## src/rtl/ibd_pkg.sv

```systemverilog
package ibd_pkg;

    localparam int IMAGE_SIDE_DEF = 256;
    localparam int SUM_DEPTH_DEF  = 128;
    localparam int QUEUE_DEPTH    = 4;
    localparam int CHAN_W         = 8;
    localparam int SUM_W          = 12;
    localparam int NUM_CHAN       = 3;
    localparam int CFG_W          = 3;
    localparam int OUT_POS_W      = 7;

    // floor(x/9) == (x*3641) >> 15 for every x below 4096
    localparam int RECIP9       = 3641;
    localparam int RECIP9_SHIFT = 15;

    typedef struct packed {
        logic [CHAN_W-1:0] red_in;
        logic [CHAN_W-1:0] green_in;
        logic [CHAN_W-1:0] blue_in;
    } pixel_t;

    typedef struct packed {
        logic [CHAN_W-1:0]    red_avg;
        logic [CHAN_W-1:0]    green_avg;
        logic [CHAN_W-1:0]    blue_avg;
        logic [OUT_POS_W-1:0] out_col;
        logic [OUT_POS_W-1:0] out_row;
        logic                 frame_last;
    } result_t;

    typedef enum logic [1:0] {
        FAC_2,
        FAC_3,
        FAC_4
    } fac_t;

    typedef struct packed {
        pixel_t               pix;
        fac_t                 fac;
        logic                 first;
        logic                 last;
        logic                 frame_last;
        logic [OUT_POS_W-1:0] out_col;
        logic [OUT_POS_W-1:0] out_row;
    } blk_ctl_t;

    function automatic logic [CHAN_W-1:0] box_mean(logic [SUM_W-1:0] sum, fac_t fac);
        logic [2*SUM_W-1:0] prod;
        logic [CHAN_W-1:0]  q;
        prod = {{SUM_W{1'b0}}, sum} * (2*SUM_W)'(RECIP9);
        unique case (fac)
            FAC_2:   q = sum[2 +: CHAN_W];
            FAC_3:   q = prod[RECIP9_SHIFT +: CHAN_W];
            FAC_4:   q = sum[4 +: CHAN_W];
            default: q = sum[4 +: CHAN_W];
        endcase
        return q;
    endfunction

endpackage

```

## src/rtl/ibd_back.sv

```systemverilog
module ibd_back #(
    parameter int SUM_DEPTH = ibd_pkg::SUM_DEPTH_DEF,
    parameter int COL_W     = $clog2(SUM_DEPTH)
) (
    input  logic              clk,
    input  logic              rst_n,
    input  logic              q_valid,
    input  logic [COL_W-1:0]  q_col,
    input  ibd_pkg::blk_ctl_t q_ctl,
    output logic              q_pop,
    output logic              result_valid,
    input  logic              result_stall,
    output ibd_pkg::result_t  result
);

    localparam int SW = ibd_pkg::SUM_W;
    localparam int CW = ibd_pkg::CHAN_W;
    localparam int EW = ibd_pkg::NUM_CHAN * SW;

    logic [EW-1:0]     sums_mem [SUM_DEPTH];
    logic [EW-1:0]     rd_reg;

    logic              b_valid_reg, b_valid_next;
    logic [COL_W-1:0]  b_col_reg;
    ibd_pkg::blk_ctl_t b_ctl_reg;

    logic              lw_valid_reg;
    logic [COL_W-1:0]  lw_col_reg;
    logic [EW-1:0]     lw_sum_reg;

    logic              res_valid_reg, res_valid_next;
    ibd_pkg::result_t  res_reg;

    logic              out_free;
    logic              b_fire;
    logic [EW-1:0]     base;
    logic [EW-1:0]     sum;
    logic [ibd_pkg::NUM_CHAN*CW-1:0] pix_vec;

    assign out_free = !res_valid_reg || !result_stall;
    assign b_fire   = b_valid_reg && (!b_ctl_reg.last || out_free);
    assign q_pop    = q_valid && (!b_valid_reg || b_fire);
    assign pix_vec  = b_ctl_reg.pix;

    // first pixel of a block starts from zero; latest write bypasses a read that raced it
    always_comb
    begin
        priority if (b_ctl_reg.first)
            base = '0;
        else if (lw_valid_reg && (lw_col_reg == b_col_reg))
            base = lw_sum_reg;
        else
            base = rd_reg;
        for (int c = 0; c < ibd_pkg::NUM_CHAN; c++)
        begin
            sum[c*SW +: SW] = base[c*SW +: SW] + SW'(pix_vec[c*CW +: CW]);
        end
    end

    always_comb
    begin
        b_valid_next = b_valid_reg;
        if (q_pop)
            b_valid_next = 1'b1;
        else if (b_fire)
            b_valid_next = 1'b0;
        res_valid_next = res_valid_reg;
        if (b_fire && b_ctl_reg.last)
            res_valid_next = 1'b1;
        else if (!result_stall)
            res_valid_next = 1'b0;
    end

    always_ff @(posedge clk)
    begin
        if (q_pop)
        begin
            rd_reg    <= sums_mem[q_col];
            b_col_reg <= q_col;
            b_ctl_reg <= q_ctl;
        end
        if (b_fire)
        begin
            sums_mem[b_col_reg] <= sum;
            lw_col_reg          <= b_col_reg;
            lw_sum_reg          <= sum;
        end
        if (b_fire && b_ctl_reg.last)
        begin
            res_reg.red_avg    <= ibd_pkg::box_mean(sum[2*SW +: SW], b_ctl_reg.fac);
            res_reg.green_avg  <= ibd_pkg::box_mean(sum[1*SW +: SW], b_ctl_reg.fac);
            res_reg.blue_avg   <= ibd_pkg::box_mean(sum[0 +: SW], b_ctl_reg.fac);
            res_reg.out_col    <= b_ctl_reg.out_col;
            res_reg.out_row    <= b_ctl_reg.out_row;
            res_reg.frame_last <= b_ctl_reg.frame_last;
        end
    end

    always_ff @(posedge clk or negedge rst_n)
    begin
        if (!rst_n)
        begin
            b_valid_reg   <= 1'b0;
            lw_valid_reg  <= 1'b0;
            res_valid_reg <= 1'b0;
        end
        else
        begin
            b_valid_reg   <= b_valid_next;
            res_valid_reg <= res_valid_next;
            if (b_fire)
                lw_valid_reg <= 1'b1;
        end
    end

    assign result_valid = res_valid_reg;
    assign result       = res_reg;

endmodule

```

## config.mk

```make
export PLATFORM = sky130hd
export DESIGN_NAME = ibd_back
export DESIGN_NICKNAME = d
export VERILOG_FILES = /design/src/rtl/ibd_pkg.sv /design/src/rtl/ibd_back.sv
export SDC_FILE = /design/constraint.sdc
export NUM_CORES = 2
export LEC_CHECK = 0
export BUFFER_PORTS_ARGS = -buffer_cell sky130_fd_sc_hd__buf_2
export CORE_UTILIZATION = 26
export CTS_CLUSTER_DIAMETER = 100
export DETAILED_ROUTE_END_ITERATION = 10
export PLACE_DENSITY_LB_ADDON = 0.12
export RECOVER_POWER = 100
export SYNTH_ARGS = -nofsm -noshare
export SYNTH_HDL_FRONTEND = slang
export SYNTH_MEMORY_MAX_BITS = 65536
export SYNTH_SLANG_ARGS = --single-unit
export TNS_END_PERCENT = 1
```

## constraint.sdc

```tcl
create_clock -name clk -period 27.3 [get_ports clk]
set_input_delay 2.73 -clock clk [delete_from_list [all_inputs] [get_ports clk]]
set_output_delay 2.73 -clock clk [all_outputs]
set_load 0.02 [all_outputs]
```

==> impl_metrics.env <==
export IMPL_track_usage=0.162
export IMPL_drc=0
export IMPL_seq_area_frac_synth=0.763
export IMPL_seq_power_share=0.457
export IMPL_reg2reg_from="b_col_reg[4]"
export IMPL_pin_count=95
export IMPL_grt_start_max_net_pins=111
export IMPL_relSlewSlack=-3.88
export IMPL_viasPerCell=4.76
export IMPL_crit_path_end="rd_reg[5]"
export IMPL_tightest_slew_ns=7.32
export IMPL_cts_buffer_depth=4
export IMPL_drt_pass1_iter_count=6
export IMPL_insertion_delay_ns=1.10
export IMPL_crit_path_end_kind="flip-flop"
export IMPL_crit_type="primary input to flip-flop"
export IMPL_required_ns=28.11
export IMPL_ctsRootBufferMaster="clkbuf_16"
export IMPL_leakage_nw=66.5
export IMPL_area_growth_pct=15.8
export IMPL_cap_violations=268
export IMPL_fmax_mhz=60.3
export IMPL_hold_class="flip-flop to flip-flop"
export IMPL_synthArstFlopShare=0.000628
export IMPL_synthTopCellsByArea="edfxtp_1, mux4_2, ha_1, fa_1, clkbuf_1"
export IMPL_synth_most_common_cell="edfxtp_1"
export IMPL_worstRegToRegCells=33
export IMPL_cts_buffers=532
export IMPL_total_power_mw=18.9
export IMPL_yosys_area_top_type="edfxtp_1"
export IMPL_fin_util=0.302
export IMPL_netlist_cell_type_count=63
export IMPL_powerDensity_mw_per_mm2=86.9
export IMPL_avgSynthCellArea_um2=24.2
export IMPL_slew_viol_final=10400
export IMPL_dp_hpwl_mm=331
export IMPL_synth_top_cells_by_count="edfxtp_1, mux4_2, ha_1"
export IMPL_port_buffers=94
export IMPL_met1_length_mm=271
export IMPL_cts_tree="built"
export IMPL_core_area_mm2=0.721
export IMPL_vias=87500
export IMPL_clk_pin_slew_ns=0.06
export IMPL_placed_area_mm2=0.203
export IMPL_synth_edf_count=4776
export IMPL_drt_antenna_violating_nets=0
export IMPL_worstSetupStartpoint="q_col[4]"
export IMPL_place_congestion=0.766
export IMPL_drt_wl_total_mm=603
export IMPL_synthFlopType="edfxtp_1"
export IMPL_die_area_mm2=0.727
export IMPL_fin_skew_ns=0.0558
export IMPL_wl_met3_mm=31.9
export IMPL_status="finished, violations left"
export IMPL_holdBufCountCts=0
export IMPL_rsz0062_at_grt="no"
export IMPL_synth_top_area_frac=0.762
export IMPL_dieWidth_um=853
export IMPL_hold_violations=0
export IMPL_p_comb_frac=0.176
export IMPL_htreeDepth=6
export IMPL_design_area_mm2=0.218
export IMPL_postLayoutSetupSlackWorst_ns=10.71
export IMPL_min_path_cells=0
export IMPL_first_global_vias=91500
export IMPL_drt_initial_drc_count=8777
export IMPL_p_switching_mw=5.14
export IMPL_p_int_mw=13.8
export IMPL_setup_tns_ns=0
export IMPL_start_kind="primary input"
export IMPL_final_period_utilization=0.608
export IMPL_r2r_slack_ns=11.40
export IMPL_largest_reg_flops=4608
export IMPL_grt_pass1_wl_mm=812
export IMPL_syn_nets=8131
export IMPL_yosys_warnings=0
export IMPL_critPathMaxFanout=61
export IMPL_violations="max-capacitance violations, max-slew violations"
export IMPL_swShare=0.271
export IMPL_ir_drop_uv=91.1
export IMPL_synth_seq_cells=4779
export IMPL_cts_resized=0
export IMPL_topRoutingLayerUsed="met5"
export IMPL_met2_wirelength_mm=285
export IMPL_drive_gt1_frac=0.285
export IMPL_dp_slack_ns=16.84
export IMPL_synth_cell_area_mm2=0.188
export IMPL_cts_sinks=4779
export IMPL_critPathArrivalTime_ns=17.40
export IMPL_setup_viol=0
export IMPL_postCtsSetupBuffers=0
export IMPL_power_frac_clock=0.367
export IMPL_fp_dieH_um=853
export IMPL_synthCells=7780
export IMPL_nets=8665
export IMPL_min_period_ns=16.59
export IMPL_rows=312
export IMPL_initial_core_util=0.261
export IMPL_antenna_found_initial=94
export IMPL_wl_per_cell_um=32.8
export IMPL_rr_endpoint="result[30]"
export IMPL_gr_total_overflow=0
-- through the flow --
| stage | hold WS (ns) | instances |
|---|---|---|
| 3_3_place_gp | 0.401 | 17400 |
| 4_1_cts | 0.422 | 18300 |
| 3_5_place_dp | 0.405 | 17400 |
| 5_1_grt | 0.429 | 18300 |
| 6_report | 0.419 | 18400 |
| 2_1_floorplan | 0.400 | 7780 |
-- worst max-delay path: stages --
cell,delay (ns)
clkbuf_1,4.91
clkbuf_1,2.95
clkbuf_1,3.08
clkbuf_1,1.84
mux4_2,0.63
mux4_2,0.59
mux2_2,0.29
-- layout make-up --
class | instances | area, um^2
Fill cell | 69300 | 504000
Sequential cell | 4779 | 143000
Multi-Input combinational cell | 2496 | 43300
Clock buffer | 660 | 14100
Tap cell | 9577 | 12000
Clock inverter | 275 | 2470
Timing Repair Buffer | 372 | 1820
Inverter | 133 | 513
Antenna cell | 76 | 190
-- kinds of logic (layout without fill, tap and decap cells) --
family / Yosys count / count (layout) / synth area share
buffers and inverters: 505 / 1440 / 0.0108
and+or+nand+nor: 347 / 347 / 0.00819
adders and majority gates: 298 / 298 / 0.0229
xor gates and xnor gates: 88 / 88 / 0.00410
other: 0 / 76 / 0
DFF: 4779 / 4779 / 0.763
AOI/OAI and AO/OA: 178 / 178 / 0.00624
muxes: 1585 / 1585 / 0.185
-- worst min path at each step --
stage | startpoint | end | slack, ns
final | b_ctl_reg[1] | result[2] | 0.42
after global routing | b_ctl_reg[1] | result[2] | 0.43
after CTS | b_ctl_reg[8] | result[9] | 0.42
after detailed placement | b_ctl_reg[2] | result[3] | 0.41
after global placement | b_ctl_reg[13] | result[14] | 0.40
after floorplan | b_ctl_reg[14] | result[0] | 0.40
-- metal layers --
layer	vias to the layer above	global-route usage
met5	-	0
met3	708	0.0237
met2	2512	0.264
met1	49600	0.231
met4	20	0.0365
li1	34700	-
-- cell usage in the layout, fill, tap and decap left out, types with 59 or more instances in the layout --
cell type / count
clkbuf_16: 545
inv_1: 122
mux4_2: 1512
edfxtp_1: 4776
ha_1: 220
fa_1: 77
clkbuf_1: 377
clkinv_2: 76
nor2_1: 117
diode_2: 76
nor2_4: 82
clkinv_1: 109
buf_4: 59
-- power by group through the flow --
stage,Clock [mW],Combinational [mW],Sequential [mW]
floorplan,0,2.14,8.77
global placement,0,3.39,8.72
detailed placement,0,3.39,8.72
CTS,7.16,3.41,8.57
global route,7.40,3.73,8.67
finish,6.96,3.33,8.66
(Power assumes the default switching activity.)
