## src/rtl/ibd_pkg.sv

```systemverilog
package ibd_pkg;

    localparam int IMAGE_SIDE_DEF = 256;
    localparam int SUM_DEPTH_DEF  = 128;
    localparam int QUEUE_DEPTH    = 4;
    localparam int CHAN_W         = 8;
    localparam int SUM_W          = 12;
    localparam int NUM_CHAN       = 3;
    localparam int CFG_W          = 3;
    localparam int OUT_POS_W      = 7;

    // floor(x/9) == (x*3641) >> 15 for every x below 4096
    localparam int RECIP9       = 3641;
    localparam int RECIP9_SHIFT = 15;

    typedef struct packed {
        logic [CHAN_W-1:0] red_in;
        logic [CHAN_W-1:0] green_in;
        logic [CHAN_W-1:0] blue_in;
    } pixel_t;

    typedef struct packed {
        logic [CHAN_W-1:0]    red_avg;
        logic [CHAN_W-1:0]    green_avg;
        logic [CHAN_W-1:0]    blue_avg;
        logic [OUT_POS_W-1:0] out_col;
        logic [OUT_POS_W-1:0] out_row;
        logic                 frame_last;
    } result_t;

    typedef enum logic [1:0] {
        FAC_2,
        FAC_3,
        FAC_4
    } fac_t;

    typedef struct packed {
        pixel_t               pix;
        fac_t                 fac;
        logic                 first;
        logic                 last;
        logic                 frame_last;
        logic [OUT_POS_W-1:0] out_col;
        logic [OUT_POS_W-1:0] out_row;
    } blk_ctl_t;

    function automatic logic [CHAN_W-1:0] box_mean(logic [SUM_W-1:0] sum, fac_t fac);
        logic [2*SUM_W-1:0] prod;
        logic [CHAN_W-1:0]  q;
        prod = {{SUM_W{1'b0}}, sum} * (2*SUM_W)'(RECIP9);
        unique case (fac)
            FAC_2:   q = sum[2 +: CHAN_W];
            FAC_3:   q = prod[RECIP9_SHIFT +: CHAN_W];
            FAC_4:   q = sum[4 +: CHAN_W];
            default: q = sum[4 +: CHAN_W];
        endcase
        return q;
    endfunction

endpackage

```

## src/rtl/ibd_queue.sv

```systemverilog
module ibd_queue #(
    parameter int W     = 8,
    parameter int DEPTH = ibd_pkg::QUEUE_DEPTH
) (
    input  logic         clk,
    input  logic         rst_n,
    input  logic         push,
    input  logic [W-1:0] push_data,
    input  logic         pop,
    output logic         head_valid,
    output logic [W-1:0] head_data,
    output logic         full
);

    localparam int AW = (DEPTH > 1) ? $clog2(DEPTH) : 1;

    logic [W-1:0]  entry_reg [DEPTH];
    logic [AW-1:0] wr_ptr_reg, wr_ptr_next;
    logic [AW-1:0] rd_ptr_reg, rd_ptr_next;
    logic [AW:0]   count_reg, count_next;

    assign head_valid = (count_reg != '0);
    assign head_data  = entry_reg[rd_ptr_reg];
    assign full       = (count_reg == (AW+1)'(DEPTH));

    always_comb
    begin
        wr_ptr_next = wr_ptr_reg;
        rd_ptr_next = rd_ptr_reg;
        count_next  = count_reg;
        if (push)
            wr_ptr_next = (wr_ptr_reg == AW'(DEPTH - 1)) ? '0 : wr_ptr_reg + 1'b1;
        if (pop)
            rd_ptr_next = (rd_ptr_reg == AW'(DEPTH - 1)) ? '0 : rd_ptr_reg + 1'b1;
        if (push && !pop)
            count_next = count_reg + 1'b1;
        else if (pop && !push)
            count_next = count_reg - 1'b1;
    end

    always_ff @(posedge clk)
    begin
        if (push)
            entry_reg[wr_ptr_reg] <= push_data;
    end

    always_ff @(posedge clk or negedge rst_n)
    begin
        if (!rst_n)
        begin
            wr_ptr_reg <= '0;
            rd_ptr_reg <= '0;
            count_reg  <= '0;
        end
        else
        begin
            wr_ptr_reg <= wr_ptr_next;
            rd_ptr_reg <= rd_ptr_next;
            count_reg  <= count_next;
        end
    end

endmodule

```

## config.mk

```make
export PLATFORM = sky130hd
export DESIGN_NAME = ibd_queue
export DESIGN_NICKNAME = d
export VERILOG_FILES = /design/src/rtl/ibd_pkg.sv /design/src/rtl/ibd_queue.sv
export SDC_FILE = /design/constraint.sdc
export NUM_CORES = 1
export LEC_CHECK = 0
export BUFFER_PORTS_ARGS = -buffer_cell sky130_fd_sc_hd__buf_2
export CAP_MARGIN = 20
export CORE_MARGIN = 5
export CORE_UTILIZATION = 50
export DETAILED_ROUTE_END_ITERATION = 6
export PLACE_DENSITY = 0.78
export SETUP_SLACK_MARGIN = 0.2
export SLEW_MARGIN = 0
export SYNTH_ARGS = -nofsm -noshare
export SYNTH_HDL_FRONTEND = slang
export SYNTH_SLANG_ARGS = --single-unit
```

## constraint.sdc

```tcl
create_clock -name clk -period 1.3 [get_ports clk]
set_input_delay 0.325 -clock clk [delete_from_list [all_inputs] [get_ports clk]]
set_output_delay 0.325 -clock clk [all_outputs]
set_load 0.02 [all_outputs]
```

==> metrics.txt, run 1 <==
# TYPE chip_impl_metric gauge
chip_impl_metric{name="fin_cells",unit=""} 169
chip_impl_metric{name="timing.final.ws_setup",unit="ps"} -609
chip_impl_metric{name="grt_antenna_before_repair",unit=""} 0
chip_impl_info{name="end_kind",value="primary output"} 1
chip_impl_metric{name="post_route_cells_drive_above_1_share",unit="%"} 63.2
chip_impl_info{name="failed_checks",value="setup timing"} 1
chip_impl_metric{name="setup.reg_to_reg.worst_slack",unit="ps"} -160
chip_impl_metric{name="antenna_cells",unit=""} 0
chip_impl_metric{name="slew_viol_final",unit=""} 0
chip_impl_metric{name="max_cap_viol_count",unit=""} 0
chip_impl_metric{name="number_of_synthesized_register_bits",unit=""} 39
chip_impl_metric{name="drt_iter0_drc",unit=""} 17
chip_impl_metric{name="insertion_delay",unit="ps"} 360
chip_impl_metric{name="vias_per_cell",unit=""} 4.94
chip_impl_metric{name="max_slew_margin",unit="%"} 88.6
chip_impl_metric{name="cts_buffer_depth",unit=""} 2
chip_impl_metric{name="total_drc_errors_in_the_routed_layout",unit=""} 0
chip_impl_metric{name="worst_r2r_path_depth",unit=""} 6
chip_impl_metric{name="synthToLayoutAreaGrowth",unit="%"} 38.4
chip_impl_metric{name="clock_transition_at_path_regs",unit="ps"} 120
chip_impl_metric{name="tritonroute_pass_1_iters",unit=""} 4
chip_impl_metric{name="globalRoute.totalOverflow",unit=""} 0
chip_impl_metric{name="cellPowerDensity",unit="mW/mm^2"} 2250
chip_impl_metric{name="synthesis.yosys.warnings",unit=""} 0
chip_impl_metric{name="floorplan.initialDensity",unit="%"} 51.8
chip_impl_info{name="regToRegStartpoint",value="count_reg[1]"} 1
chip_impl_metric{name="hold_viol",unit=""} 0
chip_impl_metric{name="final_period_minus_worst_setup_slack",unit="ps"} 1910
chip_impl_metric{name="dpl-instance-area",unit="sq mm"} 0.00182
chip_impl_metric{name="post-dp-hpwl",unit="um"} 1700
chip_impl_metric{name="first_global_vias",unit=""} 983
chip_impl_metric{name="syn-instance-count",unit=""} 79
chip_impl_metric{name="n_fill_cell",unit=""} 195
chip_impl_metric{name="synthesis.nets",unit=""} 98
chip_impl_metric{name="netlist_area_before_placement",unit="sq mm"} 0.00157
chip_impl_info{name="startpoint_type",value="flip-flop"} 1
chip_impl_metric{name="detailedPlace.worstSlack",unit="ps"} -229
chip_impl_metric{name="p_leak",unit="uW"} 0.000812
chip_impl_info{name="rsz_0062_raised_after_global_routing",value="yes"} 1
chip_impl_metric{name="worst_slew_pin_slew",unit="ps"} 170
chip_impl_metric{name="cts-htree-levels",unit=""} 2
chip_impl_metric{name="num_io_pins",unit=""} 22
chip_impl_metric{name="core_area",unit="sq mm"} 0.00303
chip_impl_metric{name="die_w",unit="um"} 66.0
chip_impl_metric{name="syn_area_per_cell",unit="sq um"} 19.9
chip_impl_metric{name="path_max_fanout",unit=""} 8
chip_impl_metric{name="cts_inserted_buffers",unit=""} 5
chip_impl_info{name="status",value="finished, violations left"} 1
chip_impl_metric{name="num_rows",unit=""} 20
chip_impl_metric{name="nNetsFinal",unit=""} 143
chip_impl_info{name="cts_tree",value="done"} 1
chip_impl_metric{name="ant_nets",unit=""} 0
chip_impl_metric{name="synth.lib_cells_used.distinct",unit=""} 19
chip_impl_metric{name="worst_clock_skew",unit="ps"} 8.87
chip_impl_metric{name="fmax",unit="GHz"} 0.524
chip_impl_metric{name="fin_crit_sh",unit="%"} 147
chip_impl_metric{name="final-setup-viol-count",unit=""} 12
chip_impl_metric{name="avgRoutedWirePerCell",unit="um"} 16.7
chip_impl_info{name="cts.root.buffer_cell",value="sky130_fd_sc_hd__clkbuf_4"} 1
chip_impl_metric{name="largest_net_degree_at_the_start_of_global_routing",unit=""} 15
chip_impl_metric{name="die-area",unit="sq mm"} 0.00436
chip_impl_metric{name="clkSinkCount",unit=""} 39
chip_impl_info{name="hold_class",value="in2reg"} 1
chip_impl_metric{name="synth_sequential_area_ratio",unit="%"} 72.4
chip_impl_metric{name="routed_wirelength",unit="um"} 2830
chip_impl_metric{name="report.power.total",unit="uW"} 4880
chip_impl_metric{name="place_inst",unit=""} 150
chip_impl_metric{name="largest_register_ff_count",unit=""} 32
chip_impl_metric{name="vias",unit=""} 835
chip_impl_metric{name="wire_length_of_the_first_global_routing_pass",unit="um"} 4640
chip_impl_metric{name="place.gp.congestion",unit=""} 0.653
chip_impl_metric{name="crit_arrival",unit="ps"} 1580
chip_impl_metric{name="globalRouteTotalUtil",unit="%"} 15.5
chip_impl_info{name="timing.critical_path.to",value="head_data[3]"} 1
chip_impl_metric{name="vdd_ir_drop_max",unit="mV"} 1.71
chip_impl_info{name="critical_path_start",value="rd_ptr_reg[0]"} 1
chip_impl_info{name="crit_type",value="reg2out"} 1
chip_impl_metric{name="worst_ep_required_time",unit="ps"} 980
chip_impl_info{name="timing.rr.end",value="count_reg[2]"} 1
chip_impl_metric{name="design_area",unit="sq mm"} 0.00217
chip_impl_metric{name="fp.dieH",unit="um"} 66.0
chip_impl_metric{name="total_of_buffers_placed_on_input_and_output_ports",unit=""} 21
[layer usage]
layer | global-route usage (%) | share of wire [%] | vias to the layer above
met5 | 0 | 0 | -
met2 | 26.7 | 53 | 19
li1 | - | - | 393
met1 | 16.7 | 40 | 413
met3 | 4.42 | 3.7 | 10
met4 | 9.39 | 3.6 | 0
[worst min path at each step]
stage	slack, ps	startpoint	depth (start not counted)	endpoint
floorplan	30	rst_n	0	count_reg[0]
global placement	160	rst_n	1	count_reg[2]
detailed placement	170	rst_n	1	count_reg[1]
CTS	160	push_data[7]	1	entry_reg[0][7]
global route	160	push_data[2]	1	entry_reg[0][2]
finish	170	push_data[2]	1	entry_reg[0][2]
[through the flow]
stage,util [%],setup TNS (ps),hold WS (ps)
final,71.7,-5650,172
after floorplan,-,-910,29.4
after CTS,71.2,-5790,158
after global placement,60.0,-2000,164
after global routing,71.7,-6260,163
after detailed placement,60.0,-2180,170
[repair_timing]
action	4_1_cts	5_1_grt
hold buffers	1	0
pin swaps	7	1
buffers inserted	10	0
setup endpoints to repair	46	46
hold endpoints to repair	7	0
resized for setup	48	3
[cell usage in the layout, fill, tap and decap left out, drive strengths merged, types with 4 or more instances in the layout]
master	instances
and2	4
buf	39
clkbuf	5
dfrtp	7
edfxtp	32
ha	6
inv	5
mux4	8
[cell usage after synthesis]
cell	instances	area share (%)
sky130_fd_sc_hd__and2_1	4	1.6
sky130_fd_sc_hd__xnor2_1	1	0.56
sky130_fd_sc_hd__inv_1	4	0.96
sky130_fd_sc_hd__fa_1	1	1.3
sky130_fd_sc_hd__or3_1	1	0.40
sky130_fd_sc_hd__buf_6	1	0.72
sky130_fd_sc_hd__ha_1	6	4.8
sky130_fd_sc_hd__dfrtp_1	7	11
sky130_fd_sc_hd__nor3_1	1	0.32
sky130_fd_sc_hd__o21ai_0	2	0.64
sky130_fd_sc_hd__mux4_2	8	11
sky130_fd_sc_hd__buf_2	1	0.32
sky130_fd_sc_hd__edfxtp_1	32	61
sky130_fd_sc_hd__nand2_1	2	0.48
sky130_fd_sc_hd__nor2_1	2	0.48
sky130_fd_sc_hd__mux2_2	2	1.4
sky130_fd_sc_hd__a21o_2	1	0.56
sky130_fd_sc_hd__nor3b_1	1	0.48
sky130_fd_sc_hd__xor2_1	2	1.1
[critical path: stages (launching register included)]
cell                      delay, ps
sky130_fd_sc_hd__dfrtp_1        420
sky130_fd_sc_hd__buf_12         160
sky130_fd_sc_hd__mux4_2         510
sky130_fd_sc_hd__buf_6          150
[area by class of cell]
type | count | area (sq um) | area share, %
inverters | 4 | 20.0 | 0.922
clock buffers | 5 | 37.5 | 1.73
clock inverters | 3 | 46.3 | 2.13
well taps | 44 | 55.1 | 2.54
multi-input cells | 34 | 520 | 24.0
flip-flops and latches | 39 | 1140 | 52.5
repair buffers | 40 | 352 | 16.2
[power breakdown]
group | total (uW) | internal (uW) | switching [uW]
registers | 1790 | 1650 | 147
logic | 2250 | 1270 | 986
clock network | 834 | 410 | 424
total | 4880 | 3320 | 1560
[cell families after synthesis]
family / Yosys count / synth area share [%]
fa+ha+maj: 7 / 6.06
xor+xnor: 3 / 1.67
compound gates: 3 / 1.20
simple gates: 11 / 3.75
flops: 39 / 72.4
buf+inv: 6 / 1.99
mux: 10 / 12.9
(Power assumes the default switching activity.)
==> inputs of run 2 (changes only) <==
--- a/config.mk
+++ b/config.mk
@@ -10,5 +10,5 @@
 export CORE_MARGIN = 5
-export CORE_UTILIZATION = 50
+export CORE_UTILIZATION = 45
 export DETAILED_ROUTE_END_ITERATION = 6
-export PLACE_DENSITY = 0.78
+export PLACE_DENSITY = 0.72
 export SETUP_SLACK_MARGIN = 0.2
==> constraint.sdc (replaced) <==
create_clock -name clk -period 1.3 [get_ports clk]
set_input_delay 0.195 -clock clk [delete_from_list [all_inputs] [get_ports clk]]
set_output_delay 0.195 -clock clk [all_outputs]
set_load 0.02 [all_outputs]
==> metrics.txt, run 2 (synthesis results as in run 1) <==
# TYPE chip_impl_metric gauge
chip_impl_metric{name="finalSetupTns",unit="ps"} -4040
chip_impl_metric{name="wire_length_of_the_first_global_routing_pass",unit="um"} 4450
chip_impl_metric{name="core_area",unit="sq mm"} 0.00336
chip_impl_info{name="timing.rr.end",value="count_reg[2]"} 1
chip_impl_metric{name="hold_viol",unit=""} 0
chip_impl_metric{name="vdd_ir_drop_max",unit="mV"} 1.22
chip_impl_metric{name="multi_input_area",unit="sq um"} 513
chip_impl_metric{name="pwr-share-seq",unit="%"} 40.0
chip_impl_metric{name="vias",unit=""} 856
chip_impl_info{name="layout_common_cells",value="sky130_fd_sc_hd__edfxtp_1, sky130_fd_sc_hd__buf_6, sky130_fd_sc_hd__buf_2, sky130_fd_sc_hd__buf_4, sky130_fd_sc_hd__mux4_2"} 1
chip_impl_metric{name="vias_per_cell",unit=""} 5.07
chip_impl_metric{name="num_rows",unit=""} 21
chip_impl_metric{name="fmax",unit="GHz"} 0.573
chip_impl_metric{name="clock_transition_at_path_regs",unit="ps"} 110
chip_impl_metric{name="p_int",unit="uW"} 3200
chip_impl_info{name="cp_slowest_cell",value="sky130_fd_sc_hd__mux4_2"} 1
chip_impl_info{name="cts.root.buffer_cell",value="sky130_fd_sc_hd__clkbuf_4"} 1
chip_impl_metric{name="globalRoute.totalOverflow",unit=""} 0
chip_impl_info{name="end_kind",value="primary output"} 1
chip_impl_metric{name="setup.reg_to_reg.worst_slack",unit="ps"} -150
chip_impl_metric{name="tritonroute_pass_1_iters",unit=""} 4
chip_impl_metric{name="p_leak",unit="uW"} 0.000803
chip_impl_metric{name="cts_inserted_buffers",unit=""} 5
chip_impl_metric{name="largest_net_degree_at_the_start_of_global_routing",unit=""} 13
chip_impl_metric{name="worst_r2r_path_depth",unit=""} 5
chip_impl_info{name="cts_tree",value="done"} 1
chip_impl_metric{name="synthToLayoutAreaGrowth",unit="%"} 36.7
chip_impl_info{name="crit_path_most_repeated_cell",value="sky130_fd_sc_hd__buf_6"} 1
chip_impl_metric{name="timing.final.ws_setup",unit="ps"} -446
chip_impl_info{name="worst_hold_path.endpoint",value="entry_reg[0][5]"} 1
chip_impl_metric{name="die-area",unit="sq mm"} 0.00477
chip_impl_metric{name="globalRouteTotalUtil",unit="%"} 12.7
chip_impl_metric{name="cellPowerDensity",unit="mW/mm^2"} 2190
chip_impl_metric{name="grt_antenna_before_repair",unit=""} 0
chip_impl_metric{name="avgRoutedWirePerCell",unit="um"} 16.9
chip_impl_info{name="startpoint_type",value="flip-flop"} 1
chip_impl_info{name="hold_path.startpoint",value="push_data[5]"} 1
chip_impl_metric{name="post_route_cells_drive_above_1_share",unit="%"} 61.8
chip_impl_metric{name="antenna_cells",unit=""} 0
chip_impl_metric{name="power_switching",unit="uW"} 1490
chip_impl_metric{name="total_drc_errors_in_the_routed_layout",unit=""} 0
chip_impl_info{name="rsz_0062_raised_after_global_routing",value="yes"} 1
chip_impl_metric{name="max_slew_margin",unit="%"} 81.4
chip_impl_info{name="critical_path_start",value="rd_ptr_reg[0]"} 1
chip_impl_metric{name="first_global_vias",unit=""} 918
chip_impl_info{name="hold_class",value="in2reg"} 1
chip_impl_metric{name="finalCoreUtilization",unit="%"} 63.8
chip_impl_metric{name="insertion_delay",unit="ps"} 340
chip_impl_metric{name="number_of_cells_on_the_worst_hold_path",unit=""} 1
chip_impl_info{name="failed_checks",value="setup timing"} 1
chip_impl_metric{name="fp.dieH",unit="um"} 69.1
chip_impl_metric{name="crit_arrival",unit="ps"} 1550
chip_impl_info{name="crit_type",value="reg2out"} 1
chip_impl_metric{name="clkSinkCount",unit=""} 39
chip_impl_metric{name="netSwitchingFraction",unit="%"} 31.7
chip_impl_metric{name="cts-htree-levels",unit=""} 2
chip_impl_metric{name="final-setup-viol-count",unit=""} 13
chip_impl_info{name="cp_cell_sequence",value="buf_6 -> mux4_2 -> buf_6"} 1
chip_impl_metric{name="n_fill_cell",unit=""} 254
chip_impl_metric{name="routed_wirelength",unit="um"} 2860
chip_impl_metric{name="path_max_fanout",unit=""} 5
chip_impl_metric{name="nNetsFinal",unit=""} 141
chip_impl_metric{name="pwr-share-clk",unit="%"} 16.6
chip_impl_info{name="final_common_cell",value="sky130_fd_sc_hd__edfxtp_1"} 1
chip_impl_metric{name="drt_iter0_drc",unit=""} 24
chip_impl_metric{name="final_period_minus_worst_setup_slack",unit="ps"} 1750
chip_impl_metric{name="combPwrFrac",unit="%"} 43.4
chip_impl_metric{name="worst_ep_required_time",unit="ps"} 1110
chip_impl_info{name="status",value="finished, violations left"} 1
chip_impl_metric{name="slew_viol_final",unit=""} 0
chip_impl_metric{name="floorplan.initialDensity",unit="%"} 46.7
chip_impl_metric{name="total_of_buffers_placed_on_input_and_output_ports",unit=""} 21
chip_impl_info{name="regToRegStartpoint",value="count_reg[0]"} 1
chip_impl_metric{name="worst_slew_pin_slew",unit="ps"} 279
chip_impl_metric{name="worst_clock_skew",unit="ps"} 4.95
chip_impl_metric{name="final-seq-area",unit="sq mm"} 0.00114
chip_impl_metric{name="post-dp-hpwl",unit="um"} 1780
chip_impl_metric{name="largest_register_ff_count",unit=""} 32
chip_impl_metric{name="cts_buffer_depth",unit=""} 2
chip_impl_info{name="critPathTopFamily",value="multiplexers"} 1
chip_impl_metric{name="die_w",unit="um"} 69.1
chip_impl_metric{name="place.gp.congestion",unit=""} 0.655
chip_impl_metric{name="ant_nets",unit=""} 0
chip_impl_metric{name="num_io_pins",unit=""} 22
chip_impl_metric{name="fin_crit_sh",unit="%"} 134
chip_impl_metric{name="critPathBufInv",unit=""} 2
chip_impl_metric{name="max_cap_viol_count",unit=""} 0
chip_impl_metric{name="cpPeakStageDelay",unit="ps"} 510
==> run 2: power groups by stage <==
stage	Clock (uW)	Sequential [uW]	Combinational, uW
2_1_floorplan	0	1770	1010
3_3_place_gp	0	1840	1260
3_5_place_dp	0	1870	1310
4_1_cts	796	1840	1870
5_1_grt	872	1910	2180
6_report	778	1880	2040
==> run 2: repair_timing <==
action / in CTS / in global routing
setup buffers: 7 / 3
gates resized for setup: 38 / 11
hold endpoints to repair: 7 / 0
setup endpoints to repair: 46 / 46
hold buffers: 1 / 0
pin swaps: 4 / 3
==> run 2: metrics by stage <==
stage / std cells / setup WS, ps / hold slack [ps] / power [uW] / cell area, sq um
floorplan: 79 / 26.1 / -101 / 2780 / 1610
global placement: 150 / -103 / 35.5 / 3100 / 1800
detailed placement: 150 / -153 / 35.2 / 3180 / 1800
CTS: 166 / -476 / 43.1 / 4510 / 2070
global route: 169 / -541 / 22.8 / 4970 / 2140
finish: 169 / -446 / 60.3 / 4700 / 2140
==> run 2: worst max-delay path by stage <==
stage	to	slack [ps]	cells after the start
final	head_data[4]	-450	3
after floorplan	head_data[0]	30	2
after detailed placement	count_reg[2]	-150	8
after global placement	count_reg[2]	-100	8
after global routing	head_data[4]	-540	3
after CTS	head_data[6]	-480	3
==> run 2: routing by layer <==
metal | wire length [um] | track usage (%) | vias up
li1 | - | - | 388
met1 | 1080 | 13.5 | 444
met2 | 1610 | 22.0 | 18
met3 | 115 | 5.52 | 6
met4 | 49 | 5.21 | 0
met5 | 0 | 0 | -
==> run 2: area by class of cell <==
class                           instances  share of cell area (%)
Tap cell                               46                    2.68
Clock buffer                            5                    1.75
Sequential cell                        39                    53.2
Multi-Input combinational cell         34                    23.9
Inverter                                4                    1.52
Timing Repair Buffer                   38                    15.1
Clock inverter                          3                    1.81
==> run 2: worst reg2reg max path, stage by stage, from the launching register on <==
cell	delay [ps]
sky130_fd_sc_hd__dfrtp_2	460
sky130_fd_sc_hd__buf_6	130
sky130_fd_sc_hd__fa_2	350
sky130_fd_sc_hd__xor2_1	150
sky130_fd_sc_hd__nor2_1	140
sky130_fd_sc_hd__xor2_1	160
