### src/rtl/ibd_pkg.sv
package ibd_pkg;

    localparam int IMAGE_SIDE_DEF = 256;
    localparam int SUM_DEPTH_DEF  = 128;
    localparam int QUEUE_DEPTH    = 4;
    localparam int CHAN_W         = 8;
    localparam int SUM_W          = 12;
    localparam int NUM_CHAN       = 3;
    localparam int CFG_W          = 3;
    localparam int OUT_POS_W      = 7;

    // floor(x/9) == (x*3641) >> 15 for every x below 4096
    localparam int RECIP9       = 3641;
    localparam int RECIP9_SHIFT = 15;

    typedef struct packed {
        logic [CHAN_W-1:0] red_in;
        logic [CHAN_W-1:0] green_in;
        logic [CHAN_W-1:0] blue_in;
    } pixel_t;

    typedef struct packed {
        logic [CHAN_W-1:0]    red_avg;
        logic [CHAN_W-1:0]    green_avg;
        logic [CHAN_W-1:0]    blue_avg;
        logic [OUT_POS_W-1:0] out_col;
        logic [OUT_POS_W-1:0] out_row;
        logic                 frame_last;
    } result_t;

    typedef enum logic [1:0] {
        FAC_2,
        FAC_3,
        FAC_4
    } fac_t;

    typedef struct packed {
        pixel_t               pix;
        fac_t                 fac;
        logic                 first;
        logic                 last;
        logic                 frame_last;
        logic [OUT_POS_W-1:0] out_col;
        logic [OUT_POS_W-1:0] out_row;
    } blk_ctl_t;

    function automatic logic [CHAN_W-1:0] box_mean(logic [SUM_W-1:0] sum, fac_t fac);
        logic [2*SUM_W-1:0] prod;
        logic [CHAN_W-1:0]  q;
        prod = {{SUM_W{1'b0}}, sum} * (2*SUM_W)'(RECIP9);
        unique case (fac)
            FAC_2:   q = sum[2 +: CHAN_W];
            FAC_3:   q = prod[RECIP9_SHIFT +: CHAN_W];
            FAC_4:   q = sum[4 +: CHAN_W];
            default: q = sum[4 +: CHAN_W];
        endcase
        return q;
    endfunction

endpackage

### src/rtl/ibd_front.sv
module ibd_front #(
    parameter int IMAGE_SIDE = ibd_pkg::IMAGE_SIDE_DEF,
    parameter int SUM_DEPTH  = ibd_pkg::SUM_DEPTH_DEF,
    parameter int COL_W      = $clog2(SUM_DEPTH)
) (
    input  logic                       clk,
    input  logic                       rst_n,
    input  logic                       cfg_valid,
    input  logic [ibd_pkg::CFG_W-1:0]  cfg_data,
    input  logic                       pixel_valid,
    input  ibd_pkg::pixel_t            pixel,
    input  logic                       q_full,
    output logic                       q_push,
    output logic [COL_W-1:0]           q_col,
    output ibd_pkg::blk_ctl_t          q_ctl
);

    localparam int POS_W = $clog2(IMAGE_SIDE);
    localparam int BLK2  = IMAGE_SIDE / 2;
    localparam int BLK3  = IMAGE_SIDE / 3;
    localparam int BLK4  = IMAGE_SIDE / 4;
    localparam int LAST2 = ((BLK2 < SUM_DEPTH) ? BLK2 : SUM_DEPTH) - 1;
    localparam int LAST3 = ((BLK3 < SUM_DEPTH) ? BLK3 : SUM_DEPTH) - 1;
    localparam int LAST4 = ((BLK4 < SUM_DEPTH) ? BLK4 : SUM_DEPTH) - 1;

    ibd_pkg::fac_t    fac_reg, fac_next;
    logic [POS_W-1:0] in_col_reg, in_col_next;
    logic [POS_W-1:0] in_row_reg, in_row_next;
    logic [1:0]       col_phase_reg, col_phase_next;
    logic [1:0]       row_phase_reg, row_phase_next;
    logic [POS_W-1:0] block_col_reg, block_col_next;
    logic [POS_W-1:0] block_row_reg, block_row_next;

    logic [POS_W:0]   span;
    logic [POS_W-1:0] last_blk;
    logic [POS_W-1:0] last_col;
    logic [1:0]       fm1;
    logic             keep;
    logic             take;

    always_comb
    begin
        unique case (fac_reg)
            ibd_pkg::FAC_2:
            begin
                span     = (POS_W+1)'(BLK2 * 2);
                last_blk = POS_W'(BLK2 - 1);
                last_col = POS_W'(LAST2);
                fm1      = 2'd1;
            end
            ibd_pkg::FAC_3:
            begin
                span     = (POS_W+1)'(BLK3 * 3);
                last_blk = POS_W'(BLK3 - 1);
                last_col = POS_W'(LAST3);
                fm1      = 2'd2;
            end
            default:
            begin
                span     = (POS_W+1)'(BLK4 * 4);
                last_blk = POS_W'(BLK4 - 1);
                last_col = POS_W'(LAST4);
                fm1      = 2'd3;
            end
        endcase
    end

    assign take = pixel_valid && !q_full;
    assign keep = ({1'b0, in_col_reg} < span) && ({1'b0, in_row_reg} < span)
                  && (32'(block_col_reg) < SUM_DEPTH);
    assign q_push = take && keep;
    assign q_col  = COL_W'(block_col_reg);

    always_comb
    begin
        q_ctl.pix        = pixel;
        q_ctl.fac        = fac_reg;
        q_ctl.first      = (col_phase_reg == 2'd0) && (row_phase_reg == 2'd0);
        q_ctl.last       = (col_phase_reg == fm1) && (row_phase_reg == fm1);
        q_ctl.frame_last = (block_col_reg == last_col) && (block_row_reg == last_blk);
        q_ctl.out_col    = ibd_pkg::OUT_POS_W'(block_col_reg);
        q_ctl.out_row    = ibd_pkg::OUT_POS_W'(block_row_reg);
    end

    always_comb
    begin
        fac_next       = fac_reg;
        in_col_next    = in_col_reg;
        in_row_next    = in_row_reg;
        col_phase_next = col_phase_reg;
        row_phase_next = row_phase_reg;
        block_col_next = block_col_reg;
        block_row_next = block_row_reg;
        if (cfg_valid)
        begin
            priority if (cfg_data == 3'd3)
                fac_next = ibd_pkg::FAC_3;
            else if (cfg_data >= 3'd4)
                fac_next = ibd_pkg::FAC_4;
            else
                fac_next = ibd_pkg::FAC_2;
            in_col_next    = '0;
            in_row_next    = '0;
            col_phase_next = '0;
            row_phase_next = '0;
            block_col_next = '0;
            block_row_next = '0;
        end
        else if (take)
        begin
            if (in_col_reg == POS_W'(IMAGE_SIDE - 1))
            begin
                in_col_next    = '0;
                col_phase_next = '0;
                block_col_next = '0;
                if (in_row_reg == POS_W'(IMAGE_SIDE - 1))
                begin
                    in_row_next    = '0;
                    row_phase_next = '0;
                    block_row_next = '0;
                end
                else
                begin
                    in_row_next = in_row_reg + 1'b1;
                    if (row_phase_reg == fm1)
                    begin
                        row_phase_next = '0;
                        block_row_next = block_row_reg + 1'b1;
                    end
                    else
                    begin
                        row_phase_next = row_phase_reg + 1'b1;
                    end
                end
            end
            else
            begin
                in_col_next = in_col_reg + 1'b1;
                if (col_phase_reg == fm1)
                begin
                    col_phase_next = '0;
                    block_col_next = block_col_reg + 1'b1;
                end
                else
                begin
                    col_phase_next = col_phase_reg + 1'b1;
                end
            end
        end
    end

    always_ff @(posedge clk or negedge rst_n)
    begin
        if (!rst_n)
        begin
            fac_reg       <= ibd_pkg::FAC_2;
            in_col_reg    <= '0;
            in_row_reg    <= '0;
            col_phase_reg <= '0;
            row_phase_reg <= '0;
            block_col_reg <= '0;
            block_row_reg <= '0;
        end
        else
        begin
            fac_reg       <= fac_next;
            in_col_reg    <= in_col_next;
            in_row_reg    <= in_row_next;
            col_phase_reg <= col_phase_next;
            row_phase_reg <= row_phase_next;
            block_col_reg <= block_col_next;
            block_row_reg <= block_row_next;
        end
    end

endmodule

### config.mk
export PLATFORM = sky130hd
export DESIGN_NAME = ibd_front
export DESIGN_NICKNAME = d
export VERILOG_FILES = /design/src/rtl/ibd_pkg.sv /design/src/rtl/ibd_front.sv
export SDC_FILE = /design/constraint.sdc
export NUM_CORES = 1
export LEC_CHECK = 0
export BUFFER_PORTS_ARGS = -buffer_cell sky130_fd_sc_hd__buf_2
export CAP_MARGIN = 20
export CORE_MARGIN = 5
export CORE_UTILIZATION = 56
export CTS_BUF_LIST = sky130_fd_sc_hd__clkbuf_16
export DETAILED_ROUTE_END_ITERATION = 10
export PLACE_DENSITY = 0.94
export SKIP_LAST_GASP = 1
export SYNTH_ARGS = -nofsm -noshare
export SYNTH_HDL_FRONTEND = slang
export SYNTH_SLANG_ARGS = --single-unit
### constraint.sdc
create_clock -name clk -period 6.6 [get_ports clk]
set_input_delay 1.32 -clock clk [delete_from_list [all_inputs] [get_ports clk]]
set_output_delay 1.32 -clock clk [all_outputs]
set_load 0.01 [all_outputs]
==> summary.md, run 1 <==
| Metric | Value |
|---|---|
| Static leakage | `1.29 nW` |
| Num rows | `25` |
| Setup TNS | `0 ns` |
| Nets | `362` |
| Netlist cell types | `55` |
| Final std cells w/o fill | `380` |
| Initial Util | `0.587` |
| Status | `completed` |
| CTS Root Cell | `clkbuf_16` |
| Achievable Freq | `0.243 GHz` |
| Die Height | `81.0 um` |
| Die Width | `81.0 um` |
| Total gr overflow | `0` |
| Post CTS Setup Buffer Count | `0` |
| Post-synth top cells | `46 x buf_4, 38 x dfrtp_1, 25 x nand2_1` |
| All-Layer GR Usage | `0.202` |
| Area Growth Syn to Fin | `0.266%` |
| Max Cap Violations | `0` |
| Syn Std Cell Area | `2830 um2` |
| Seq/Total Area, Yosys | `0.336` |
| Fraction of registers with async set or reset after synthesis | `1.00` |
| Worst-case clock buffer depth | `2` |
| Layout cells sized above 1 | `0.179` |
| CTS Hold Bufs | `0` |
| Fin crit share | `0.622` |
| Slew Limit Fails | `0` |
| HP Class | `reg2reg` |
| Warnings, synthesis | `0` |
| Worst reg2reg setup slack | `4.45 ns` |
| Core box area | `4820 um2` |
| Critical Path Sink Type | `output pin` |
| Clk Latency, worst-skew pair | `0.29 ns` |
| Hold Startpoint | `block_row_reg[7]` |
| Number of global-route vias before repair | `2188` |
| Number of diodes | `0` |
| # DRC | `0` |
| Wire per inst | `16.4 um` |
| Post-synth top flop | `dfrtp_1` |
| Util after Layout | `0.588` |
| Endpoints failing hold | `0` |
| Synth area leaders | `dfrtp_1 34%, buf_4 12%, ha_1 8.0%, a21oi_1 4.1%, o21ai_0 4.1%` |
| Worst path required time | `5.28 ns` |
| Worst r2r dst | `block_row_reg[6]` |
| Number of synthesized flops with an enable pin | `0` |
| RR Startpoint | `in_col_reg[1]` |
| Crit path to | `q_push` |
| Post-CTS resize count | `0` |
| Die area | `6570 um2` |
| CTS tree | `yes` |
| Initial antenna violation count | `0` |
| I/O Buffers | `34` |
| Sink Count | `38` |
| Total Wirelength | `6220 um` |
| P per Cell Area | `185 nW/um2` |
| Crit start category | `register` |
| Crit Path Class | `reg2out` |
| Mean Syn Cell Area | `8.72 um2` |
| ANT nets after route | `0` |
| Clk slew on worst S/H paths | `0.06 ns` |
| Post-detail-place hpwl | `4270 um` |
| Yosys reg bits | `38` |
| FF-to-FF path depth | `6` |
| RSZ-0062 raised after global routing | `no` |
| Final setup fails | `0` |
| Yosys top cell area share | `0.336` |
| Worst setup margin | `2.49 ns` |
| Vias per cell | `6.18` |
| Syn Inst Count | `324` |
| Pre-CTS setup slack | `2.83 ns` |
| Count leader, synth | `buf_4` |
| Slew headroom | `0.436` |
| Max H-tree Level | `2` |
| First-pass GRT wire length | `10400 um` |
| Cts bufs inserted | `5` |
| Net Count, Synth | `374` |
| Placed insts | `372` |
| Crit path max fanout | `12` |
| Arr. time, crit path | `2.79 ns` |
| Largest net degree at the start of global routing | `39` |
| Vias | `2347` |
| Num ports | `83` |
| Min Clock Period, post-route | `4.11 ns` |
| Clock Skew | `0.00735 ns` |
| First-pass DRT Iterations | `4` |
| 1st-iter DRT viols | `197` |
| Peak supply drop | `0.112 mV` |
| Dominant cell type by area after synthesis | `dfrtp_1` |
| Worst-Margin Slew | `0.847 ns` |
| GPL Wtd Cong | `0.861` |
| Crit path from | `fac_reg[1]` |
## cells in the final DEF (no fill, tap or decap), types with 6 or more instances in the layout
cell type,instances
dfrtp_1,38
buf_2,34
nand2_1,25
a21oi_1,23
o21ai_0,23
nor2_1,21
ha_1,18
nand3_1,14
inv_1,12
nand4_1,10
and3_1,8
xor2_1,7
or3_1,6
## logic make-up after synthesis
kind of cell / share of synthesized area
adders and majority gates: 0.0797
xor gates and xnor gates: 0.0248
buffers and inverters: 0.153
muxes: 0.00797
AOI/OAI and AO/OA: 0.179
and+or+nand+nor: 0.219
DFF: 0.336
## where the power goes
part           leakage (nW)  switching (mW)  total [mW]  internal, mW
Sequential            0.525         0.00829       0.246         0.238
Clock                0.0672          0.0950       0.233         0.138
Combinational         0.697          0.0290      0.0463        0.0173
Total                  1.29           0.132       0.525         0.393
## metal layers
metal,global-route usage,vias up,wire [um]
met1,0.251,1138,2620
li1,-,1106,-
met2,0.338,89,3030
met4,0.0676,0,119
met5,0,-,0
met3,0.0565,14,455
## worst min-delay path by stage
| stage | end | slack, ns | cells after the start |
|---|---|---|---|
| after floorplan | block_col_reg[7] | 0.47 | 1 |
| final | block_row_reg[7] | 0.58 | 2 |
| after detailed placement | block_col_reg[7] | 0.54 | 1 |
| after global placement | block_col_reg[7] | 0.54 | 1 |
| after global routing | block_col_reg[7] | 0.60 | 1 |
| after CTS | block_row_reg[7] | 0.57 | 2 |
## critical path: stages (launching register included)
cell       delay, ns
dfrtp_1         0.47
nor2b_2         0.29
inv_1           0.27
ha_1            0.35
a21oi_1         0.17
nor2_1          0.07
a2111oi_0       0.36
o31ai_1         0.13
a41oi_1         0.20
buf_2           0.17
## layout make-up
cell class / instances / area [um2]
Tap cell: 67 / 83.8
Sequential cell: 38 / 951
Clock inverter: 3 / 16.3
Multi-Input combinational cell: 221 / 1440
Timing Repair Buffer: 34 / 170
Inverter: 12 / 45.0
Fill cell: 414 / 1980
Clock buffer: 5 / 125
## stage by stage
stage / area [um2] / power (mW) / hold slack [ns]
finish: 2830 / 0.525 / 0.575
global route: 2830 / 0.546 / 0.598
CTS: 2830 / 0.524 / 0.569
detailed placement: 2690 / 0.295 / 0.541
global placement: 2690 / 0.293 / 0.537
floorplan: 2830 / 0.295 / 0.472
Note: power is estimated with default switching activity, not from simulation.
==> run 2, diff against run 1 <==
--- a/config.mk
+++ b/config.mk
@@ -5,13 +5,14 @@
 export SDC_FILE = /design/constraint.sdc
 export NUM_CORES = 1
 export LEC_CHECK = 0
+export ABC_AREA = 1
 export BUFFER_PORTS_ARGS = -buffer_cell sky130_fd_sc_hd__buf_2
 export CAP_MARGIN = 20
 export CORE_MARGIN = 5
-export CORE_UTILIZATION = 56
+export CORE_UTILIZATION = 48
 export CTS_BUF_LIST = sky130_fd_sc_hd__clkbuf_16
 export DETAILED_ROUTE_END_ITERATION = 10
-export PLACE_DENSITY = 0.94
+export PLACE_DENSITY = 0.86
 export SKIP_LAST_GASP = 1
 export SYNTH_ARGS = -nofsm -noshare
 export SYNTH_HDL_FRONTEND = slang
==> constraint.sdc (replaced) <==
create_clock -name clk -period 3.3 [get_ports clk]
set_input_delay 0.66 -clock clk [delete_from_list [all_inputs] [get_ports clk]]
set_output_delay 0.66 -clock clk [all_outputs]
set_load 0.01 [all_outputs]
==> run 2 against run 1 <==
Hold slack worse by 0.090 ns; die area increased by 21%; utilization is 8.2 points lower; first-iteration DRC count shrank 22%; synthesized cell count grew 34%; clock power grew 91%; combinational power increased to 4.3 times the previous value; power up 120%; final cell count is 32% higher; global-route usage down 3.3 points; flip-flop and latch count is the same; highest routed layer unchanged.
==> summary.md, run 2 <==
| Metric | Value |
|---|---|
| Status | `completed` |
| Largest net degree at the start of global routing | `39 (unchanged)` |
| # DRC | `0 (unchanged)` |
| Yosys reg bits | `38 (unchanged)` |
| Die Height | `89.3 um (+10%)` |
| Clk slew on worst S/H paths | `0.05 ns (about the same)` |
| Crit path max fanout | `19 (+7)` |
| Dominant cell type by area after synthesis | `dfrtp_1` |
| Number of synthesized flops with an enable pin | `0 (unchanged)` |
| Yosys top cell area share | `0.315 (-0.0212)` |
| Compound-Gate Fraction of Synth Area | `0.0585 (-0.121)` |
| Cts bufs inserted | `5 (unchanged)` |
| P per Cell Area | `380 nW/um2 (+110%)` |
| Post-detail-place hpwl | `4740 um (+11%)` |
| FILL cells | `567 (+37%)` |
| Commonest non-fill, non-tap cell in the layout | `nand2_1` |
| Syn Inst Count | `433 (+34%)` |
| Nets | `475 (+31%)` |
| 1st-iter DRT viols | `154 (-22%)` |
| Mux contribution to synthesized area | `0 (-0.00797)` |
| Static leakage | `1.59 nW (+23%)` |
| Worst-Margin Slew | `0.839 ns (-0.00760 ns)` |
| Sink Count | `38 (unchanged)` |
| Number of diodes | `0 (unchanged)` |
| I/O Buffers | `34 (unchanged)` |
| Warnings, synthesis | `0 (unchanged)` |
| Simple-gate share of the synthesized area | `0.345 (+0.126)` |
| Total Wirelength | `6260 um (+0.58%)` |
| Setup TNS | `0 ns (unchanged)` |
| Max Cap Violations | `0 (unchanged)` |
| Fraction of registers with async set or reset after synthesis | `1.00 (unchanged)` |
| First-pass GRT wire length | `10600 um (+2.1%)` |
| Worst path required time | `2.64 ns (-2.64 ns)` |
| ANT nets after route | `0 (unchanged)` |
| Wire per inst | `12.5 um (-24%)` |
| Logic pwr share | `0.172 (+0.084)` |
| Total gr overflow | `0 (unchanged)` |
| Worst path most repeated cell | `nand2_1` |
| First-pass DRT Iterations | `4 (unchanged)` |
| Post-Synth XOR/XNOR Area | `0.0232 (-0.00156)` |
| Arr. time, crit path | `2.11 ns (-0.68 ns)` |
| Number of global-route vias before repair | `2412 (+10%)` |
| Initial Util | `0.501 (-0.0861)` |
| Post-CTS resize count | `0 (unchanged)` |
| Clock Skew | `0.00251 ns (-0.00484 ns)` |
| Slowest CP cell | `dfrtp_1` |
| Mean Syn Cell Area | `6.97 um2 (-20%)` |
| RSZ-0062 raised after global routing | `no` |
| Synth area leaders | `dfrtp_1 32%, nand2_1 17%, buf_4 11%, ha_1 7.5%, nand3_1 5.3%` |
| Netlist cell types | `27 (-51%)` |
| Endpoints failing hold | `0 (unchanged)` |
| Crit Path Class | `reg2out` |
| HP Class | `in2async` |
| Post-synth top cells | `136 x nand2_1, 46 x buf_4, 42 x inv_1` |
| Fin crit share | `0.838` |
| CTS Root Cell | `clkbuf_16` |
| Num rows | `28 (+12%)` |
| Crit-path cells | `inv_2 > nand2_2 > ha_1 > nand2_1 > inv_1 > nand2_1 > nand2_1 > o21bai_1 > nand2_1 > nor2_1 > buf_2` |
| Vias | `2600 (+11%)` |
| Peak supply drop | `0.226 mV (+100%)` |
| Achievable Freq | `0.362 GHz` |
| CTS Hold Bufs | `0 (unchanged)` |
| Vias per cell | `5.20 (-16%)` |
| Cell Int Power | `0.827 mW (+110%)` |
| Min Clock Period, post-route | `2.77 ns` |
| Syn Std Cell Area | `3020 um2 (+6.7%)` |
| Die area | `7970 um2 (+21%)` |
| Slew headroom | `0.441 (+0.00506)` |
| Seq/Total Area, Yosys | `0.315 (-0.0212)` |
| Commonest cells after routing, fill and taps aside | `136 x nand2_1, 44 x inv_1, 40 x nor2_1` |
| Synth Area in Adders | `0.0747 (-0.00502)` |
| Num ports | `83 (unchanged)` |
| Clock Power Share | `0.383 (-0.060)` |
| Final setup fails | `0 (unchanged)` |
| Slew Limit Fails | `0 (unchanged)` |
| Worst-case clock buffer depth | `2 (unchanged)` |
| Post CTS Setup Buffer Count | `0 (unchanged)` |
| Post-synth top flop | `dfrtp_1` |
| Clk Latency, worst-skew pair | `0.28 ns (about the same)` |
| GPL Wtd Cong | `0.906 (+5.2%)` |
| Crit start category | `register` |
| Max stage delay on crit path | `0.42 ns (-0.05 ns)` |
| Core box area | `6030 um2 (+25%)` |
| Layout cells sized above 1 | `0.146 (-0.0330)` |
| Part of the power in registers | `0.445 (-0.023)` |
| Post-route cell area | `3050 um2 (+7.5%)` |
| Placed cell area | `2920 um2 (+8.3%)` |
| Switching share of power | `0.286 (+0.0342)` |
| Critical Path Sink Type | `output pin` |
| Largest family of logic cells by synthesized area | `simple AND/OR/NAND/NOR gates` |
| CTS tree | `yes` |
| All-Layer GR Usage | `0.170 (-0.0328)` |
| Area Growth Syn to Fin | `1.04%` |
| Count leader, synth | `nand2_1` |
| Max H-tree Level | `2 (unchanged)` |
| Net Count, Synth | `483 (+29%)` |
| Die Width | `89.3 um (+10%)` |
| Psw | `0.332 mW (+150%)` |
| Initial antenna violation count | `0 (unchanged)` |
[run 2: cell types whose count changed after synthesis, moves of 10 or more]
| cell | previous run | this run |
|---|---|---|
| o21ai_0 | 23 | 13 |
| a21oi_1 | 23 | 8 |
| nor2_1 | 21 | 40 |
| inv_1 | 12 | 42 |
| nand2_1 | 25 | 136 |
| nand3_1 | 14 | 32 |
[run 2: worst max-delay path, delay by kind of cell, from the launching register on]
| family | cells | cell delay [ns] |
|---|---|---|
| buffers and inverters | 3 | 0.29 |
| flip-flops | 1 | 0.42 |
| AND/OR/NAND/NOR | 6 | 0.59 |
| adder cells (fa/ha/maj) | 1 | 0.39 |
| AO/OA/AOI/OAI | 1 | 0.13 |
[run 2: final timing paths]
kind	slack, ns	from	cells past startpoint	to
worst max-delay path	0.53	fac_reg[1]	11	q_push
worst min-delay path	0.49	rst_n	1	in_row_reg[6]
worst max register to register	1.62	in_col_reg[1]	10	block_row_reg[7]
worst min register to register	0.51	row_phase_reg[1]	2	row_phase_reg[1]
max in group asynchronous	2.29	rst_n	1	block_col_reg[2]
min in group clk	0.51	row_phase_reg[1]	2	row_phase_reg[1]
[run 2: stage by stage]
| step | hold slack [ns] | util | worst slack (ns) | cells | total power [mW] |
|---|---|---|---|---|---|
| after floorplan | 0.364 | - | 1.03 | 433 | 0.699 |
| after global placement | 0.486 | 0.484 | 0.928 | 493 | 0.714 |
| after detailed placement | 0.502 | 0.484 | 0.844 | 493 | 0.724 |
| after CTS | 0.517 | 0.506 | 0.536 | 500 | 1.17 |
| after global routing | 0.547 | 0.506 | 0.332 | 500 | 1.23 |
| final | 0.485 | 0.506 | 0.534 | 500 | 1.16 |
[run 2: final cells by class]
cell class / instances / area, um2 / area share
tap: 75 / 93.8 / 0.0308
multi-input combinational: 297 / 1510 / 0.496
inverter: 49 / 189 / 0.0620
clock inverter: 2 / 7.51 / 0.00246
timing repair buffer: 34 / 170 / 0.0558
clock buffer: 5 / 125 / 0.0411
sequential: 38 / 951 / 0.312
[run 2: cell families after synthesis]
kind of cell / after synthesis
compound gates: 33
fa+ha+maj: 18
buf+inv: 98
xor+xnor: 8
simple gates: 238
flops: 38
[run 2: per-layer routing]
metal | global-route usage | share of wire | wire length (um) | up-vias
met4 | 0.0866 | 0.036 | 224 | 0
li1 | - | - | - | 1308
met5 | 0 | 0 | 0 | -
met2 | 0.284 | 0.49 | 3040 | 72
met1 | 0.201 | 0.41 | 2560 | 1193
met3 | 0.0415 | 0.069 | 434 | 27
[run 2: power groups by stage]
stage	sequential (mW)	clock [mW]	combinational, mW
global placement	0.523	0	0.192
finish	0.516	0.444	0.199
global route	0.520	0.476	0.230
floorplan	0.518	0	0.181
detailed placement	0.524	0	0.200
CTS	0.516	0.453	0.201
==> run 3, diff against run 2 <==
--- a/config.mk
+++ b/config.mk
@@ -9,10 +9,10 @@
 export BUFFER_PORTS_ARGS = -buffer_cell sky130_fd_sc_hd__buf_2
 export CAP_MARGIN = 20
 export CORE_MARGIN = 5
-export CORE_UTILIZATION = 48
+export CORE_UTILIZATION = 53
 export CTS_BUF_LIST = sky130_fd_sc_hd__clkbuf_16
 export DETAILED_ROUTE_END_ITERATION = 10
-export PLACE_DENSITY = 0.86
+export PLACE_DENSITY = 0.9
 export SKIP_LAST_GASP = 1
 export SYNTH_ARGS = -nofsm -noshare
 export SYNTH_HDL_FRONTEND = slang
==> constraint.sdc (replaced) <==
create_clock -name clk -period 2.71 [get_ports clk]
set_input_delay 0.542 -clock clk [delete_from_list [all_inputs] [get_ports clk]]
set_output_delay 0.542 -clock clk [all_outputs]
set_load 0.01 [all_outputs]
==> run 3 against run 2 <==
Die area is 8.4% lower; critical path depth stayed put; final area increased by 0.16%; wire length increased by 6.8%; flip-flop and latch count stayed put; first-iteration DRC count grew 27%; sequential power increased by 22%; clock skew increased by 0.00077 ns; clock-buffer cell count unchanged; sequential share of layout area shrank 0.051 points; non-clock buffer count up 1; largest cell class unchanged.
==> summary.md, run 3 (same netlist as run 2, synthesis figures left out) <==
| Metric | Value |
|---|---|
| Number of global-route vias before repair | `2474 (+2.6%)` |
| Achievable Freq | `0.386 GHz` |
| Initial antenna violation count | `0 (unchanged)` |
| Slew Limit Fails | `0 (unchanged)` |
| Slowest CP cell | `dfrtp_1` |
| First-pass DRT Iterations | `5 (+1)` |
| # DRC | `0 (unchanged)` |
| Worst path required time | `2.17 ns (-0.47 ns)` |
| Post-CTS resize count | `0 (unchanged)` |
| First-pass GRT wire length | `11300 um (+6.7%)` |
| Commonest cells after routing, fill and taps aside | `136 x nand2_1, 42 x inv_1, 40 x nor2_1` |
| Total Wirelength | `6680 um (+6.8%)` |
| Worst-Margin Slew | `0.851 ns (+0.0124 ns)` |
| Clk slew on worst S/H paths | `0.05 ns (about the same)` |
| Sink Count | `38 (unchanged)` |
| RSZ-0062 raised after global routing | `no` |
| Final hold slack | `0.362 ns (-0.124 ns)` |
| Crit path max fanout | `19 (unchanged)` |
| Vias | `2605 (+0.19%)` |
| CTS Root Cell | `clkbuf_16` |
| 1st-iter DRT viols | `195 (+27%)` |
| Worst path most repeated cell | `nand2_1` |
| Static leakage | `1.59 nW (+0.28%)` |
| Worst setup margin | `0.122 ns (-0.412 ns)` |
| Max stage delay on crit path | `0.42 ns (about the same)` |
| Total gr overflow | `0 (unchanged)` |
| I/O Buffers | `34 (unchanged)` |
| Setup TNS | `0 ns (unchanged)` |
| Vias per cell | `5.24 (+0.80%)` |
| P per Cell Area | `467 nW/um2 (+23%)` |
| Met2 Track Usage GR | `0.333 (+0.0486)` |
| Num ports | `83 (unchanged)` |
| Psw | `0.417 mW (+26%)` |
| Area Growth Syn to Fin | `1.20%` |
| Min Clock Period, post-route | `2.59 ns` |
| Cell Int Power | `1.01 mW (+22%)` |
| Core box area | `5510 um2 (-8.6%)` |
| Part of the power in registers | `0.441 (-0.004)` |
| Final setup fails | `0 (unchanged)` |
| GR Util met3 | `0.0388 (-0.00264)` |
| Final std cells w/o fill | `497 (-0.60%)` |
| Wire per inst | `13.4 um (+7.4%)` |
| Max Cap Violations | `0 (unchanged)` |
| Post CTS Setup Buffer Count | `0 (unchanged)` |
| Util after Layout | `0.554 (+0.0486)` |
| GPL Wtd Cong | `0.923 (+1.9%)` |
| Clk Latency, worst-skew pair | `0.28 ns (about the same)` |
| Commonest non-fill, non-tap cell in the layout | `nand2_1` |
| Crit Path Class | `reg2out` |
| Endpoints failing hold | `0 (unchanged)` |
| FILL cells | `479 (-16%)` |
| Worst-case clock buffer depth | `2 (unchanged)` |
| Critical Path Sink Type | `output pin` |
| CTS Hold Bufs | `0 (unchanged)` |
| M1 GR Usage | `0.222 (+0.0209)` |
| Logic pwr share | `0.176 (+0.004)` |
| Crit-path cells | `inv_2 > nand2_4 > ha_1 > nand2_1 > nor2_1 > nand2_1 > nand2_1 > o21bai_1 > nand2_1 > nor2_1 > buf_2` |
| Max H-tree Level | `2 (unchanged)` |
| CTS tree | `yes` |
| Largest net degree at the start of global routing | `39 (unchanged)` |
| Number of diodes | `0 (unchanged)` |
| Fin crit share | `0.955` |
| Top Usage Layer GRT | `met2` |
| Peak supply drop | `0.245 mV (+8.4%)` |
| Status | `completed` |
| Slew headroom | `0.432 (-0.00826)` |
| ANT nets after route | `0 (unchanged)` |
| HP Class | `in2async` |
| Die area | `7300 um2 (-8.4%)` |
| Post-detail-place hpwl | `4850 um (+2.3%)` |
| All-Layer GR Usage | `0.191 (+0.0216)` |
| Switching share of power | `0.293 (+0.00685)` |
| Pre-CTS setup slack | `0.373 ns (-0.472 ns)` |
| Layout cells sized above 1 | `0.148 (+0.00235)` |
| Die Height | `85.4 um (-4.3%)` |
| Initial Util | `0.548 (+0.0472)` |
| Nets | `476 (+0.21%)` |
| Clock Skew | `0.00328 ns (+0.000769 ns)` |
| Placed insts | `491 (-0.41%)` |
| Die Width | `85.4 um (-4.3%)` |
| Clock Power Share | `0.382 (about the same)` |
| Cts bufs inserted | `5 (unchanged)` |
| Crit start category | `register` |
| Arr. time, crit path | `2.05 ns (-0.06 ns)` |
| Num rows | `27 (-3.6%)` |
-- run 3: layout make-up --
| class | instances | area [um2] | share of cell area |
|---|---|---|---|
| flip-flops and latches | 38 | 951 | 0.311 |
| repair buffers | 35 | 178 | 0.0582 |
| clock inverters | 1 | 3.75 | 0.00123 |
| multi-input cells | 297 | 1520 | 0.497 |
| inverters | 49 | 189 | 0.0619 |
| clock buffers | 5 | 125 | 0.0410 |
| well taps | 72 | 90.1 | 0.0295 |
-- run 3: final timing paths --
| path | startpoint | endpoint | slack (ns) | depth (start not counted) |
|---|---|---|---|---|
| setup / recovery | fac_reg[1] | q_push | 0.12 | 11 |
| hold / removal | rst_n | in_row_reg[1] | 0.36 | 1 |
| setup reg to reg | in_col_reg[0] | in_row_reg[5] | 1.03 | 9 |
| hold reg to reg | row_phase_reg[0] | row_phase_reg[0] | 0.52 | 2 |
| max in group asynchronous | rst_n | block_col_reg[5] | 1.80 | 1 |
| min in group clk | cfg_valid | in_col_reg[4] | 0.49 | 2 |
-- run 3: per-layer routing --
metal / up-vias / part of all wire
met5: - / 0
met4: 0 / 0.028
met3: 22 / 0.054
met2: 92 / 0.50
met1: 1178 / 0.41
li1: 1313 / -
-- run 3: power groups by stage --
stage	clock network, mW	logic, mW	registers (mW)
6_report	0.545	0.251	0.629
5_1_grt	0.571	0.290	0.633
4_1_cts	0.552	0.251	0.628
3_5_place_dp	0	0.248	0.638
3_3_place_gp	0	0.236	0.636
2_1_floorplan	0	0.221	0.631
-- run 3: per-stage QoR --
stage | instance area, um2 | total power [mW]
2_1_floorplan | 3020 | 0.852
3_3_place_gp | 2920 | 0.871
3_5_place_dp | 2920 | 0.886
4_1_cts | 3050 | 1.43
5_1_grt | 3050 | 1.49
6_report | 3050 | 1.42
-- run 3: worst max-delay path: cells and delay by family (launching register included) --
kind / cells / cell delay (ns)
AOI/OAI and AO/OA: 1 / 0.13
and+or+nand+nor: 7 / 0.60
DFF: 1 / 0.42
adders and majority gates: 1 / 0.33
buffers and inverters: 2 / 0.28
